[src/rtl/shc_pkg.sv]
// Package for the SHA-512/256 core: constants, round constants, a rotate function
// and the controller to datapath command and status types. No dependencies.
`timescale 1ns / 1ps
package shc_pkg;

    localparam int WordW   = 64;
    localparam int Rounds  = 80;
    localparam int WinDepth = 16;

    localparam logic [WordW-1:0] IV [8] = '{
        64'h22312194FC2BF72C, 64'h9F555FA3C84C64C2,
        64'h2393B86B6F53B151, 64'h963877195940EABD,
        64'h96283EE2A88EFFE3, 64'hBE5E1E2553863992,
        64'h2B0199FC2C85B8AA, 64'h0EB72DDC81C52CA2
    };

    localparam logic [WordW-1:0] KTab [Rounds] = '{
        64'h428a2f98d728ae22, 64'h7137449123ef65cd, 64'hb5c0fbcfec4d3b2f, 64'he9b5dba58189dbbc,
        64'h3956c25bf348b538, 64'h59f111f1b605d019, 64'h923f82a4af194f9b, 64'hab1c5ed5da6d8118,
        64'hd807aa98a3030242, 64'h12835b0145706fbe, 64'h243185be4ee4b28c, 64'h550c7dc3d5ffb4e2,
        64'h72be5d74f27b896f, 64'h80deb1fe3b1696b1, 64'h9bdc06a725c71235, 64'hc19bf174cf692694,
        64'he49b69c19ef14ad2, 64'hefbe4786384f25e3, 64'h0fc19dc68b8cd5b5, 64'h240ca1cc77ac9c65,
        64'h2de92c6f592b0275, 64'h4a7484aa6ea6e483, 64'h5cb0a9dcbd41fbd4, 64'h76f988da831153b5,
        64'h983e5152ee66dfab, 64'ha831c66d2db43210, 64'hb00327c898fb213f, 64'hbf597fc7beef0ee4,
        64'hc6e00bf33da88fc2, 64'hd5a79147930aa725, 64'h06ca6351e003826f, 64'h142929670a0e6e70,
        64'h27b70a8546d22ffc, 64'h2e1b21385c26c926, 64'h4d2c6dfc5ac42aed, 64'h53380d139d95b3df,
        64'h650a73548baf63de, 64'h766a0abb3c77b2a8, 64'h81c2c92e47edaee6, 64'h92722c851482353b,
        64'ha2bfe8a14cf10364, 64'ha81a664bbc423001, 64'hc24b8b70d0f89791, 64'hc76c51a30654be30,
        64'hd192e819d6ef5218, 64'hd69906245565a910, 64'hf40e35855771202a, 64'h106aa07032bbd1b8,
        64'h19a4c116b8d2d0c8, 64'h1e376c085141ab53, 64'h2748774cdf8eeb99, 64'h34b0bcb5e19b48a8,
        64'h391c0cb3c5c95a63, 64'h4ed8aa4ae3418acb, 64'h5b9cca4f7763e373, 64'h682e6ff3d6b2b8a3,
        64'h748f82ee5defb2fc, 64'h78a5636f43172f60, 64'h84c87814a1f0ab72, 64'h8cc702081a6439ec,
        64'h90befffa23631e28, 64'ha4506cebde82bde9, 64'hbef9a3f7b2c67915, 64'hc67178f2e372532b,
        64'hca273eceea26619c, 64'hd186b8c721c0c207, 64'heada7dd6cde0eb1e, 64'hf57d4f7fee6ed178,
        64'h06f067aa72176fba, 64'h0a637dc5a2c898a6, 64'h113f9804bef90dae, 64'h1b710b35131c471b,
        64'h28db77f523047d84, 64'h32caab7b40c72493, 64'h3c9ebe0a15c9bebc, 64'h431d67c49c100d4c,
        64'h4cc5d4becb3e42b6, 64'h597f299cfc657e2a, 64'h5fcb6fab3ad6faec, 64'h6c44198c4a475817
    };

    // Source of the word pushed into the schedule window.
    localparam logic [2:0] SRC_DATA   = 3'd0;
    localparam logic [2:0] SRC_LAST   = 3'd1;
    localparam logic [2:0] SRC_PAD80  = 3'd2;
    localparam logic [2:0] SRC_ZERO   = 3'd3;
    localparam logic [2:0] SRC_LEN_HI = 3'd4;
    localparam logic [2:0] SRC_LEN_LO = 3'd5;

    typedef struct packed {
        logic       push;       // write one word into the window
        logic [2:0] src;        // which word to write
        logic       add_bytes;  // add the transaction's byte count
        logic       start;      // load working vars from chaining value
        logic       round;      // perform one round
        logic       fold;       // add working vars into chaining value
        logic       reinit;     // restore IV, clear count and position
    } t_cmd;

    typedef struct packed {
        logic [3:0] word_pos;
        logic       last_round;
    } t_stat;

    function automatic logic [WordW-1:0] rotr(input logic [WordW-1:0] x, input int n);
        rotr = (x >> n) | (x << (WordW - n));
    endfunction

endpackage

[src/rtl/shc_ctrl.sv]
// Controller of the SHA-512/256 core: input handshake, padding sequence,
// compression sequencing and digest output. Depends on shc_pkg.
`timescale 1ns / 1ps
module shc_ctrl
    import shc_pkg::*;
(
    input  logic        i_clk,
    input  logic        i_rst_n,
    input  logic        i_valid,
    output logic        o_stall,
    input  logic        i_end_of_message,
    input  logic [3:0]  i_valid_bytes,
    input  t_stat       i_stat,
    output t_cmd        o_cmd,
    output logic [1:0]  o_dig_sel,
    output logic        o_valid,
    input  logic        i_stall
);
    localparam logic [2:0] ST_IDLE  = 3'd0;
    localparam logic [2:0] ST_START = 3'd1;
    localparam logic [2:0] ST_ROUND = 3'd2;
    localparam logic [2:0] ST_FOLD  = 3'd3;
    localparam logic [2:0] ST_PAD   = 3'd4;
    localparam logic [2:0] ST_OUT   = 3'd5;

    logic [2:0] r_state, n_state;
    logic       r_pad, n_pad;       // padding in progress
    logic       r_need80, n_need80; // 0x80 word still to push
    logic       r_len_hi, n_len_hi; // upper length word pushed, lower one follows
    logic [1:0] r_sel, n_sel;
    logic       r_out_pending, n_out_pending;
    logic       acc, full_last;

    assign acc       = i_valid && !o_stall;
    assign full_last = (i_valid_bytes >= 4'd8);

    always_comb begin
        n_state  = r_state;
        n_pad    = r_pad;
        n_need80 = r_need80;
        n_len_hi = r_len_hi;
        n_sel    = r_sel;
        o_cmd    = '0;
        o_stall  = (r_state != ST_IDLE);
        o_valid  = (r_state == ST_OUT);
        case (r_state)
            ST_IDLE: begin
                if (acc) begin
                    o_cmd.push      = 1'b1;
                    o_cmd.add_bytes = 1'b1;
                    if (!i_end_of_message) begin
                        o_cmd.src = SRC_DATA;
                    end else begin
                        n_pad = 1'b1;
                        if (full_last) begin
                            o_cmd.src = SRC_DATA;
                            n_need80  = 1'b1;
                        end else begin
                            o_cmd.src = SRC_LAST;
                        end
                    end
                    if (i_stat.word_pos == 4'd15) begin
                        n_state = ST_START;
                    end else if (i_end_of_message) begin
                        n_state = ST_PAD;
                    end
                end
            end
            ST_START: begin
                o_cmd.start = 1'b1;
                n_state     = ST_ROUND;
            end
            ST_ROUND: begin
                o_cmd.round = 1'b1;
                if (i_stat.last_round) begin
                    n_state = ST_FOLD;
                end
            end
            ST_FOLD: begin
                o_cmd.fold = 1'b1;
                n_state    = r_pad ? ST_PAD : ST_IDLE;
            end
            ST_PAD: begin
                o_cmd.push = 1'b1;
                if (r_need80) begin
                    o_cmd.src = SRC_PAD80;
                    n_need80  = 1'b0;
                end else if (i_stat.word_pos == 4'd14) begin
                    o_cmd.src = SRC_LEN_HI;
                    n_len_hi  = 1'b1;
                end else if (i_stat.word_pos == 4'd15 && r_len_hi) begin
                    o_cmd.src = SRC_LEN_LO;
                    n_pad     = 1'b0;
                    n_len_hi  = 1'b0;
                end else begin
                    // Zeros fill the slots up to the length. A marker in the second last slot
                    // leaves no room for the length, so that block closes with zeros.
                    o_cmd.src = SRC_ZERO;
                end
                if (i_stat.word_pos == 4'd15) begin
                    n_state = ST_START;
                end
                if (i_stat.word_pos == 4'd15 && r_len_hi) begin
                    n_state = ST_START;
                    n_sel   = 2'd0;
                end
            end
            ST_OUT: begin
                if (!i_stall) begin
                    n_sel = r_sel + 2'd1;
                    if (r_sel == 2'd3) begin
                        o_cmd.reinit = 1'b1;
                        n_state      = ST_IDLE;
                    end
                end
            end
            default: n_state = ST_IDLE;
        endcase
        // The fold after the length word leads to the digest.
        if (r_state == ST_FOLD && !r_pad && r_sel == 2'd0 && r_need80 == 1'b0
            && r_out_pending) begin
            n_state = ST_OUT;
        end
    end

    always_comb begin
        n_out_pending = r_out_pending;
        if (r_state == ST_PAD && i_stat.word_pos == 4'd15 && r_len_hi) begin
            n_out_pending = 1'b1;
        end else if (r_state == ST_FOLD) begin
            n_out_pending = 1'b0;
        end
    end

    always_ff @(posedge i_clk) begin
        if (!i_rst_n) begin
            r_state       <= ST_IDLE;
            r_pad         <= 1'b0;
            r_need80      <= 1'b0;
            r_len_hi      <= 1'b0;
            r_sel         <= 2'd0;
            r_out_pending <= 1'b0;
        end else begin
            r_state       <= n_state;
            r_pad         <= n_pad;
            r_need80      <= n_need80;
            r_len_hi      <= n_len_hi;
            r_sel         <= n_sel;
            r_out_pending <= n_out_pending;
        end
    end

    assign o_dig_sel = r_sel;
endmodule

[config.mk]
export PLATFORM = sky130hd
export DESIGN_NAME = shc_ctrl
export DESIGN_NICKNAME = d
export VERILOG_FILES = /design/src/rtl/shc_pkg.sv /design/src/rtl/shc_ctrl.sv
export SDC_FILE = /design/constraint.sdc
export NUM_CORES = 1
export LEC_CHECK = 0
export BUFFER_PORTS_ARGS = -buffer_cell sky130_fd_sc_hd__buf_2
export CAP_MARGIN = 15
export CORE_MARGIN = 4
export CORE_UTILIZATION = 46
export CTS_BUF_LIST = sky130_fd_sc_hd__clkbuf_16
export CTS_CLUSTER_SIZE = 20
export DETAILED_ROUTE_END_ITERATION = 6
export PLACE_DENSITY_LB_ADDON = 0.15
export SLEW_MARGIN = 20
export SYNTH_ARGS = -nofsm -noshare
export SYNTH_HDL_FRONTEND = slang
export SYNTH_SLANG_ARGS = --single-unit
[constraint.sdc]
create_clock -name i_clk -period 2.7 [get_ports i_clk]
set_clock_uncertainty 0.2 [all_clocks]
set_input_delay 0.675 -clock i_clk [delete_from_list [all_inputs] [get_ports i_clk]]
set_output_delay 0.675 -clock i_clk [all_outputs]
set_load 0.02 [all_outputs]
==> After elaboration in Yosys (flattened, before gate mapping) <==
Cells that the tools add are included.
{ "totals": {"regBits": 9, "latch_bits": 0, "mem_bits_rw": 0, "romBits": 0, "in_bits": 14, "out_inout_bits": 13, "n_memories": 0} }
{ "classes": {"addsub": 1, "mul": 0, "n_div": 0, "n_lt_le_gt_ge": 1, "eq_ne": 25, "shifts": 0, "muxes": 41, "bitwise": 2, "reduce_logical": 24} }
{ "op_table": {"columns": ["op", "count"], "rows": [
  ["2-to-1 mux 3 bit", 13],
  ["2-to-1 mux 1 bit", 20],
  ["one-hot mux 3 bit (6 select lines)", 1],
  ["AND reduction 6 bit", 3],
  ["inequality test 2 bit (second input constant)", 8],
  ["inequality test 3 bit (second input constant)", 4],
  ["equality test 4 bit (second input constant)", 2],
  ["logical AND 1 bit", 8],
  ["inequality test 4 bit (second input constant)", 2],
  ["one-hot mux 4 bit (2 select lines)", 1],
  ["nonzero test 2 bit", 4],
  ["equality test 3 x 2 -> 1 bit (second input constant)", 2],
  ["equality test 3 bit (second input constant)", 2],
  ["AND reduction 3 bit", 2],
  ["2-to-1 mux 5 bit", 1],
  [">= comparator 4 bit (second input constant)", 1],
  ["2-to-1 mux 2 bit", 2],
  ["one-hot mux 1 bit (2 select lines)", 2],
  ["one-hot mux 2 bit (2 select lines)", 1],
  ["AND reduction 4 bit", 1],
  ["equality test 3 x 1 -> 1 bit (second input constant)", 1],
  ["logical NOT 3 bit", 1],
  ["inequality test 3 x 1 -> 1 bit (second input constant)", 1],
  ["inequality test 3 x 2 -> 1 bit (second input constant)", 1],
  ["other kinds (8)", 10]
]} }

==> Logic depth before layout (Yosys ltp) <==
{ "logic_depth": {"word_depth": 7, "ltp_mapped": 6, "depth_no_buf": 6} }

==> Worst setup path before layout <==
No wires, ideal clock.
{ "synth_timing": {"path_kind": "flip-flop to output port", "from": "register r_state[2]", "to": "output port o_cmd[5] (netlist bit)", "t_arrival_ns": 1.502, "required_ns": 1.825, "setup_slack_ns": 0.323, "path_stages_with_launch": 5, "path_buffers": 1, "path_cell_list": "dfxtp_1 > buf_4 > nor3_1 > inv_1 > o31ai_1"} }
{ "synth_lines": {"columns": ["item", "line_no", "text"], "rows": [
  ["start, declared", "shc_ctrl.sv:26", "logic [2:0] r_state, n_state;"],
  ["start signal, assigned", "shc_ctrl.sv:144", "r_state <= n_state;"],
  ["end, declared", "shc_ctrl.sv:14", "output t_cmd o_cmd,"]
]} }

==> impl_metrics.py <==
metrics = {
    "synthesis": {
        "yosysTopAreaCell": "dfxtp_1",
        "synth_nets": 101,
        "synth-seq-cells": 9,
        "ys_warn_count": 0,
        "yosysTopAreaCellShare_pct": 27.64,
        "yosys-top-cells-area": "dfxtp_1 28%, nor2_1 5.2%, inv_1 4.6%, nand2_1 4.6%, ha_1 3.8%",
        "avgSynthCellArea_um2": 7.669,
        "seq_area_frac_synth_pct": 27.64,
        "netlist_area_um2": 651.9,
        "synthDistinctLibCells": 38,
        "syn_inst": 85,
    },
    "critical_path": {
        "crit_buf_inv": 1,
        "timing_worst_setup_path_type": "register to output port",
        "path_delay_family": "simple AND/OR/NAND/NOR gates",
        "worst_setup_path_start_kind": "register",
        "crit_chain": "or3b_4 > nor2_1 > o21ai_0 > o31ai_1 > buf_2",
        "cpMaxStageDelayCell": "or3b_4",
        "crit_path_end_kind": "output port",
        "required_ns": 1.82,
        "crit_fanout": 10,
        "worstPathArrival_ns": 1.60,
        "critPathMaxStageDelay_ns": 0.47,
    },
    "clock_network": {
        "cts_setup_buffers": 0,
        "clk_latency_ns": 0.23,
        "htree_levels": 1,
        "clockRootBuffer": "clkbuf_16",
        "clock_sinks": 9,
        "cts.path.max_buffers": 2,
        "cts_hold_buf": 0,
        "clk_pin_slew_ns": 0.04,
        "post_cts_resize_count": 0,
        "cts_tree": "done",
        "cts_buffers": 3,
    },
    "die": {
        "initial_core_util_pct": 49.48,
        "rows": 13,
        "die_x_um": 45.65,
        "io_pins": 27,
        "die_y_um": 45.65,
        "core_um2": 1318,
        "dieArea_um2": 2083,
    },
    "sta": {
        "period_share_pct": 91.49,
        "final.setup.tns_ns": 0,
        "setup_slack_ns": 0.2297,
        "slew_headroom_pct": 74.56,
        "maxSlewViolCount": 0,
        "worst_pin_slew_ns": 0.3787,
        "fin_crit_ns": 2.470,
        "fmax_ghz": 0.4048,
        "finalSetupViolCount": 0,
        "finalHoldViolCount": 0,
        "rsz0062_at_grt": "false",
    },
    "place": {
        "portBuffers": 23,
        "dpl_worst_slack_ns": 0.3449,
        "post-place-cells": 118,
        "hpwl_mm": 1.092,
        "gp_congestion": 0.7028,
    },
    "power_and_ir_drop": {
        "swShare_pct": 28.17,
        "p_seq_share_pct": 28.9,
        "p_total_uw": 550.4,
        "leakage_nw": 0.4078,
        "switchingPower_uw": 155.0,
        "p_per_area_nw_per_um2": 658.6,
        "vdd_ir_drop_max_mv": 0.4595,
        "clkPwrFrac_pct": 46.6,
        "power.internal_uw": 395.4,
        "pwr-share-comb_pct": 24.5,
    },
    "routing": {
        "final_antenna_net_count": 0,
        "via_count": 645,
        "routedWlPerCell_um": 11.34,
        "drt_iter0_drc": 4,
        "wirelength_mm": 1.384,
        "drc": 0,
        "dr.pass1.iters": 4,
        "drt-vias-per-instance": 5.287,
    },
    "cells_and_area": {
        "num-fill-cells": 128,
        "nets": 124,
        "area.sequential_um2": 181.4,
        "final_cells": 122,
        "finish.utilization_pct": 63.44,
        "area_delta_synth_final_pct": 28.22,
        "drive_gt1_share_pct": 28.04,
        "multi_input_area_um2": 411.6,
        "num_antenna_cells": 0,
    },
    "grt": {
        "overflow": 0,
        "grt_max_degree": 11,
        "grt_pass1_vias": 532,
        "grt_pass1_wl_mm": 2.180,
        "track_usage_pct": 14.52,
        "antenna_found_initial": 0,
    },
    "run_status": {
        "outcome": "complete, no violations",
    },
    "min_path": {
        "hp-class": "register to register",
    },
    "run": {
        "drv_cap": 0,
    },
}
==> registers in the layout, indices dropped and copies added, names as in the netlist <==
signal	flops
r_state	3
o_dig_sel	2
r_len_hi	1
r_pad	1
r_out_pending	1
r_need80	1
==> Yosys cell counts <==
library cell	instances
a21boi_0	3
or2_2	1
a41oi_1	2
o21a_1	1
buf_6	1
nor3b_1	2
buf_2	2
a32o_1	1
inv_1	8
o21ai_0	2
o31ai_1	1
mux2i_1	1
buf_1	1
and2_1	3
nand4bb_1	1
nor3_1	3
ha_1	2
o211a_1	1
o221a_1	1
xnor2_1	1
and3_1	2
nand2b_1	3
o22ai_1	1
a21oi_1	1
nor2_1	9
nand4_1	1
or3b_1	1
nand2_1	8
nand3b_1	2
and4_1	1
a211o_1	1
or3_4	1
a21o_1	1
nor2b_1	1
buf_4	1
nand3_1	3
dfxtp_1	9
o31a_1	1
==> placed cells by master (no fill, tap or decap), types with 2 or more instances in the layout <==
cell type / n
a41oi_1: 2
nand3b_1: 2
nor3b_1: 2
nand2b_1: 3
and2_1: 3
buf_2: 23
dfxtp_1: 8
clkbuf_16: 3
nor3_1: 3
o21ai_0: 2
a21boi_0: 3
nand2_1: 8
nand3_1: 3
inv_1: 9
nor2_1: 9
ha_1: 2
and3_1: 2
==> per-stage QoR <==
stage	area (um^2)	hold slack, ns
2_1_floorplan	651.9	0.2434
3_3_place_gp	753.2	0.2584
3_5_place_dp	753.2	0.2683
4_1_cts	832.0	0.2713
5_1_grt	835.8	0.2968
6_report	835.8	0.2696
==> worst register-to-register path: stages, from the launching register on <==
cell and delay, ns:
dfxtp_1 0.40, or3b_4 0.47, or3_4 0.40, nor2b_1 0.14, o221a_1 0.22
==> layout make-up <==
type | instances | share of cell area (%)
clock buffer | 3 | 8.982
tap | 15 | 2.246
timing repair buffer | 23 | 13.77
multi-input combinational | 63 | 49.25
sequential | 9 | 21.71
clock inverter | 1 | 0.4491
inverter | 8 | 3.593
==> routing by layer <==
metal  track usage (%)  routed length (um)
met1             18.01                 650
met2             23.12                 663
met4             3.509                  10
met5                 0                   0
met3             5.929                  59
==> final timing paths <==
path / startpoint / endpoint / slack (ns) / cells after the start
hold reg to reg: r_out_pending / r_out_pending / 0.27 / 2
setup / recovery: r_state[1] / o_cmd[5] / 0.23 / 5
hold / removal: r_out_pending / r_out_pending / 0.27 / 2
setup reg to reg: r_state[1] / r_pad / 0.75 / 4
==> logic make-up (layout without fill, tap and decap cells) <==
family	count (synthesis)	count (layout)	share of synthesized area [%]
AOI/OAI and AO/OA	17	17	20.35
buffers and inverters	13	35	9.597
DFF	9	9	27.64
and+or+nand+nor	42	42	35.70
adders and majority gates	2	2	3.838
muxes	1	1	1.536
xor gates and xnor gates	1	1	1.344
==> power groups by stage <==
stage / registers [mW] / clock network (mW) / logic, mW
final: 0.159 / 0.257 / 0.135
after global routing: 0.161 / 0.266 / 0.152
after CTS: 0.158 / 0.260 / 0.134
after detailed placement: 0.160 / 0 / 0.133
after global placement: 0.159 / 0 / 0.133
after floorplan: 0.148 / 0 / 0.112
Note: power is estimated with default switching activity, not from simulation.
